### src/design/sitdt_pkg.sv
// ----------------------------------------------------------------------------
// Signed integer to decimal text: shared package
// Widths, character codes, state encoding and cell control for the core.
// ----------------------------------------------------------------------------
package sitdt_pkg;

    localparam int VALUE_BITS = 32;
    localparam int NUM_DIGITS = (VALUE_BITS * 3) / 10 + 1;
    localparam int IN_DATA_W  = ((VALUE_BITS + 7) / 8) * 8;
    localparam int CHAR_W     = 6;
    localparam int OUT_DATA_W = 8;
    localparam int BIT_CNT_W  = $clog2(VALUE_BITS + 1);
    localparam int DIG_CNT_W  = $clog2(NUM_DIGITS + 1);

    localparam logic [CHAR_W-1:0] CHAR_ZERO  = 6'd48;
    localparam logic [CHAR_W-1:0] CHAR_MINUS = 6'd45;

    typedef logic [VALUE_BITS-1:0] t_value;
    typedef logic [3:0]            t_digit;

    typedef enum logic [2:0] {
        ST_IDLE,
        ST_CONVERT,
        ST_SKIP,
        ST_SIGN,
        ST_EMIT
    } t_state;

    typedef struct packed {
        logic clear;
        logic dabble;
        logic rotate;
    } t_cell_ctrl;

endpackage

### src/design/sitdt_bcd_cell.sv
// ----------------------------------------------------------------------------
// Signed integer to decimal text: BCD digit cell
// Holds one decimal digit. Shifts in one binary bit with add-3 correction,
// or takes its lower neighbour's digit to move the digits upwards, or clears.
// ----------------------------------------------------------------------------
module sitdt_bcd_cell
    import sitdt_pkg::*;
(
    input  logic       i_clk,
    input  t_cell_ctrl i_ctrl,
    input  logic       i_bit,
    input  t_digit     i_digit,
    output logic       o_bit,
    output t_digit     o_digit
);

    t_digit r_digit;
    t_digit n_digit;
    t_digit adj;

    always_comb begin
        adj = (r_digit >= 4'd5) ? (r_digit + 4'd3) : r_digit;
        if (i_ctrl.clear) begin
            n_digit = '0;
        end else if (i_ctrl.dabble) begin
            n_digit = {adj[2:0], i_bit};
        end else if (i_ctrl.rotate) begin
            n_digit = i_digit;
        end else begin
            n_digit = r_digit;
        end
    end

    always_ff @(posedge i_clk) begin
        r_digit <= n_digit;
    end

    assign o_bit   = adj[3];
    assign o_digit = r_digit;

endmodule

### src/design/signed_int_to_decimal_text_core.sv
// ----------------------------------------------------------------------------
// Signed integer to decimal text: top level
// Steps: shift-and-add-3 conversion of the magnitude, then leading zeros are
// dropped (all but the last digit) before the first character is offered.
// Throughput: one character per ready cycle, '-' first if negative; the next item
// is accepted in the cycle after the last character; the conversion shifts in
// one bit per cycle.
// Reset (synchronous, active low) returns the controller to idle.
// ----------------------------------------------------------------------------
module signed_int_to_decimal_text_core
    import sitdt_pkg::*;
(
    input  logic                  i_clk,
    input  logic                  i_rst_n,
    input  logic                  i_s_axis_tvalid,
    output logic                  o_s_axis_tready,
    input  logic [IN_DATA_W-1:0]  i_s_axis_tdata,   // [VALUE_BITS-1:0] value
    output logic                  o_m_axis_tvalid,
    input  logic                  i_m_axis_tready,
    output logic [OUT_DATA_W-1:0] o_m_axis_tdata,   // [5:0] character
    output logic                  o_m_axis_tlast
);

    t_state                 r_state;
    t_state                 n_state;
    t_value                 r_mag;
    logic                   r_neg;
    logic [BIT_CNT_W-1:0]   r_bit_cnt;
    logic [DIG_CNT_W-1:0]   r_left;
    t_value                 raw;
    t_cell_ctrl             cell_ctrl;
    logic                   in_acc;
    logic                   out_acc;
    logic                   top_zero;
    t_digit                 top_digit;
    logic [CHAR_W-1:0]      out_char;
    logic [NUM_DIGITS:0]    bit_chain;
    t_digit                 digit_chain [NUM_DIGITS+1];

    assign raw       = i_s_axis_tdata[VALUE_BITS-1:0];
    assign in_acc    = i_s_axis_tvalid && o_s_axis_tready;
    assign out_acc   = o_m_axis_tvalid && i_m_axis_tready;
    assign top_digit = digit_chain[NUM_DIGITS];
    assign top_zero  = (top_digit == 4'd0);

    assign bit_chain[0]   = r_mag[VALUE_BITS-1];
    assign digit_chain[0] = '0;

    genvar g;
    generate
        for (g = 0; g < NUM_DIGITS; g++) begin : g_cell
            sitdt_bcd_cell u_cell (
                .i_clk   (i_clk),
                .i_ctrl  (cell_ctrl),
                .i_bit   (bit_chain[g]),
                .i_digit (digit_chain[g]),
                .o_bit   (bit_chain[g+1]),
                .o_digit (digit_chain[g+1])
            );
        end
    endgenerate

    always_comb begin
        n_state = r_state;
        case (r_state)
            ST_IDLE: begin
                if (i_s_axis_tvalid) n_state = ST_CONVERT;
            end
            ST_CONVERT: begin
                if (r_bit_cnt == BIT_CNT_W'(1)) n_state = ST_SKIP;
            end
            ST_SKIP: begin
                if (!(top_zero && r_left > DIG_CNT_W'(1))) begin
                    n_state = r_neg ? ST_SIGN : ST_EMIT;
                end
            end
            ST_SIGN: begin
                if (i_m_axis_tready) n_state = ST_EMIT;
            end
            ST_EMIT: begin
                if (i_m_axis_tready && r_left == DIG_CNT_W'(1)) n_state = ST_IDLE;
            end
            default: n_state = ST_IDLE;
        endcase
    end

    always_comb begin
        cell_ctrl       = '0;
        o_s_axis_tready = 1'b0;
        o_m_axis_tvalid = 1'b0;
        o_m_axis_tlast  = 1'b0;
        out_char        = CHAR_ZERO + {2'b00, top_digit};
        case (r_state)
            ST_IDLE: begin
                o_s_axis_tready = 1'b1;
                cell_ctrl.clear = i_s_axis_tvalid;
            end
            ST_CONVERT: begin
                cell_ctrl.dabble = 1'b1;
            end
            ST_SKIP: begin
                cell_ctrl.rotate = top_zero && (r_left > DIG_CNT_W'(1));
            end
            ST_SIGN: begin
                o_m_axis_tvalid = 1'b1;
                out_char        = CHAR_MINUS;
            end
            ST_EMIT: begin
                o_m_axis_tvalid  = 1'b1;
                o_m_axis_tlast   = (r_left == DIG_CNT_W'(1));
                cell_ctrl.rotate = i_m_axis_tready;
            end
            default: begin
                cell_ctrl = '0;
            end
        endcase
    end

    assign o_m_axis_tdata = {{(OUT_DATA_W-CHAR_W){1'b0}}, out_char};

    always_ff @(posedge i_clk) begin
        if (!i_rst_n) begin
            r_state <= ST_IDLE;
        end else begin
            r_state <= n_state;
        end
    end

    always_ff @(posedge i_clk) begin
        if (in_acc) begin
            r_neg     <= raw[VALUE_BITS-1];
            r_mag     <= raw[VALUE_BITS-1] ? t_value'(~raw + t_value'(1)) : raw;
            r_bit_cnt <= BIT_CNT_W'(VALUE_BITS);
            r_left    <= DIG_CNT_W'(NUM_DIGITS);
        end else if (r_state == ST_CONVERT) begin
            r_mag     <= {r_mag[VALUE_BITS-2:0], 1'b0};
            r_bit_cnt <= r_bit_cnt - BIT_CNT_W'(1);
        end else if (cell_ctrl.rotate) begin
            r_left    <= r_left - DIG_CNT_W'(1);
        end
    end

    a_accept_starts: assert property (@(posedge i_clk) disable iff (!i_rst_n)
        in_acc |=> (r_state == ST_CONVERT) && (r_bit_cnt == BIT_CNT_W'(VALUE_BITS)))
        else $error("conversion did not start after an accepted item");

    a_sign_only_neg: assert property (@(posedge i_clk) disable iff (!i_rst_n)
        (r_state == ST_SIGN) |-> r_neg)
        else $error("minus sign offered for a non-negative value");

    a_digit_valid: assert property (@(posedge i_clk) disable iff (!i_rst_n)
        (r_state == ST_EMIT) |-> (top_digit <= 4'd9))
        else $error("digit cell holds a non-decimal code");

    a_no_lead_zero: assert property (@(posedge i_clk) disable iff (!i_rst_n)
        (r_state == ST_SIGN) |-> (!top_zero || r_left == DIG_CNT_W'(1)))
        else $error("leading zero left after suppression");

    a_last_to_idle: assert property (@(posedge i_clk) disable iff (!i_rst_n)
        (out_acc && o_m_axis_tlast) |=> o_s_axis_tready)
        else $error("block not ready after the last character");

endmodule
### config.mk
export PLATFORM = sky130hd
export DESIGN_NAME = signed_int_to_decimal_text_core
export DESIGN_NICKNAME = d
export VERILOG_FILES = /design/src/design/sitdt_pkg.sv /design/src/design/sitdt_bcd_cell.sv /design/src/design/signed_int_to_decimal_text_core.sv
export SDC_FILE = /design/constraint.sdc
export NUM_CORES = 1
export LEC_CHECK = 0
export BUFFER_PORTS_ARGS = -buffer_cell sky130_fd_sc_hd__buf_2
export CAP_MARGIN = 10
export CORE_MARGIN = 1.5
export CORE_UTILIZATION = 35
export CTS_BUF_LIST = sky130_fd_sc_hd__clkbuf_8
export DETAILED_ROUTE_END_ITERATION = 8
export PLACE_DENSITY = 0.65
export SLEW_MARGIN = 20
export SYNTH_ARGS = -nofsm -noshare
export SYNTH_HDL_FRONTEND = slang
export SYNTH_SLANG_ARGS = --single-unit
export TNS_END_PERCENT = 100
### constraint.sdc
create_clock -name i_clk -period 2.4 [get_ports i_clk]
set_clock_uncertainty 0.05 [all_clocks]
set_input_delay 0.48 -clock i_clk [delete_from_list [all_inputs] [get_ports i_clk]]
set_output_delay 0.48 -clock i_clk [all_outputs]
set_load 0.03 [all_outputs]
==> impl_metrics.ini <==
[clock_tree]
cts_buffers = 9
clkTransAtPathRegs_ns = 0.09
htreeDepth = 3
root_buffer = clkbuf_8
cts_tree = done
cts_resized = 0
clock_path_buffers = 2
cts_setup_buffers = 0
cts_hold_buf = 0
cts.sinks = 86
clk_latency_ns = 0.37

[grt]
grt_pass1_vias = 4367
grt_pass1_wl_um = 20400
grt.overflow.total = 0
grt_start_max_net_pins = 43
antenna_found_initial = 0
grt_usage = 0.154

[drt]
routedLengthMet1_um = 5820
drc = 0
drtIter0Drc = 256
vias = 4562
post_drt_wl_per_cell_um = 13.2
wl_met2_um = 5290
final_antenna_net_count = 0
avgViaCountPerCell = 5.17
first_pass_iters = 4
wirelength_um = 11700
maxUsedRoutingLayer = met4
routed-wl-met3_um = 410

[synthesis]
synth_seq_cells = 86
synth_area_leader_cell = dfxtp_1
ys_top_cells_by_area = dfxtp_1, edfxtp_1, nand2_1
yosys.cell_count.top_type = nand2_1
syn_area_mm2 = 0.00535
syn_inst = 639
synthFlopType = dfxtp_1
synth_mux_area_frac = 0.0115
syn_avg_cell_area_um2 = 8.38
ys_types = 55
synth_compound_area_frac = 0.208
post_synth_and_or_nand_nor_area_fraction = 0.214
async_flop_share = 0
synth-edff-count = 33
ys_top_cells_by_count = nand2_1, dfxtp_1, o21ai_0
synth_top_family_by_area = simple AND/OR/NAND/NOR gates
ys_seq_area_frac = 0.383
synth-xor-area-share = 0.0704
synth_top_area_frac = 0.198
yosysWarnings = 0
synth_fa_ha_area_frac = 0.0608

[flow_run]
maxCapViolCount = 0

[floorplanning]
start_util = 0.355
chipHeight_um = 127
pin_count = 47
dieArea_mm2 = 0.0160
core.rowCount = 45
fp.dieW_um = 127
core_mm2 = 0.0151

[timing]
min_period_ns = 2.25
finalCritPeriodShare = 0.936
setup_viol = 0
drv_slew = 0
worst_slew_pin_slew_ns = 0.622
rsz0062_at_grt = no
final.setup.tns_ns = 0
hold_viol_final = 0
clock.fmax_mhz = 445
relSlewSlack = 0.574

[power]
pwr-share-clk = 0.252
netSwitchingFraction = 0.348
power_density_mw_per_mm2 = 704
combPwrFrac = 0.276
power_leakage_uw = 0.00242
p_int_uw = 2830
seqPwrFrac = 0.472
p_sw_uw = 1510
totalPowerFinal_uw = 4350
vdd_drop_max_v = 0.000372

[placement]
dpl_cell_area_mm2 = 0.00596
dp_hpwl_um = 7960
port_buffers = 43
dpl.cell_count = 866
gp_congestion = 0.729

[worst_setup_path]
critical_path_arrival_ns = 2.32
path_cells = buf_2, inv_12, ha_4, or3b_4, or3b_4, or4_4, mux2i_1, nand2_1
worstPathRequired_ns = 2.47
critical-path-max-stage-delay_ns = 0.46
worstSetupEndpointType = flop
crit_family = simple AND/OR/NAND/NOR gates
crit_path_frequent_cell = or3b_4
worst-path-buf-inv = 2
startpoint_type = input pin
path_class = input pin to flop
path_max_fanout = 8
crit_slowest_cell = or3b_4

[final_layout]
nets = 751
fillers = 1537
stdcell_count = 882
antenna_cells = 0
final_area_mm2 = 0.00617
final_util = 0.409
area_delta_synth_final_pct = 15.3
drive_gt1_frac = 0.156

[min_path]
hold_class = input pin to flop

[run_status]
status = finished clean
[registers in the layout (all words and copies together), names as in the netlist]
| name | count |
|---|---|
| g_cell.u_cell.o_digit | 40 |
| r_bit_cnt | 6 |
| r_left | 4 |
| r_mag | 32 |
| r_neg | 1 |
| r_state | 3 |
[final timing paths]
kind | startpoint | end | slack [ns] | depth (start not counted)
setup / recovery | i_s_axis_tdata[1] | r_mag[28] | 0.15 | 8
hold / removal | i_rst_n | r_state[2] | 0.32 | 3
setup reg to reg | r_state[0] | g_cell[6].u_cell.o_digit[3] | 0.21 | 6
hold reg to reg | g_cell[9].u_cell.o_digit[1] | g_cell[9].u_cell.o_digit[1] | 0.43 | 2
[cells by family (layout without fill, tap and decap cells)]
| logic type | Yosys count | in the layout |
|---|---|---|
| xor gates and xnor gates | 43 | 43 |
| other | 2 | 3 |
| muxes | 6 | 6 |
| AOI/OAI and AO/OA | 171 | 171 |
| buffers and inverters | 68 | 122 |
| adders and majority gates | 26 | 26 |
| DFF | 86 | 86 |
| and+or+nand+nor | 237 | 237 |
[worst min-delay path: cells and delay by family]
kind / cells / cell delay (ns)
simple gates: 1 / 0.05
compound gates: 1 / 0.06
buf+inv: 1 / 0.12
[layout by cell type (no fill, tap or decap), types with 28 or more instances in the layout]
master / count
nand2_1: 112
o21ai_0: 53
dfxtp_1: 53
buf_2: 43
nor2_1: 38
edfxtp_1: 33
a21oi_1: 32
buf_4: 31
inv_1: 28
[metal layers]
layer  track usage  vias to the layer above
li1              -                     2362
met1         0.200                     2122
met2         0.254                       70
met3        0.0380                        8
met4        0.0441                        0
met5             0                        -
[cell type report]
type	count	area (um2)	share of cell area
inverter	31	136	0.0221
multi-input combinational	486	3080	0.498
timing repair buffer	75	468	0.0758
sequential	86	2050	0.333
tap	188	235	0.0381
clock buffer	10	138	0.0223
clock inverter	6	66.3	0.0107
[metrics by stage]
step	hold slack, ns	setup WS, ns
6_report	0.316	0.153
5_1_grt	0.329	0.0524
4_1_cts	0.283	0.00792
3_5_place_dp	0.417	-0.405
3_3_place_gp	0.410	-0.301
2_1_floorplan	0.399	-0.0316
[power by group through the flow]
stage	logic [uW]	registers, uW	clock network [uW]
after CTS	1210	2050	1130
after global placement	1190	2080	0
after floorplan	858	2030	0
after global routing	1360	2080	1180
final	1200	2050	1100
after detailed placement	1210	2080	0
(Power assumes the default switching activity.)
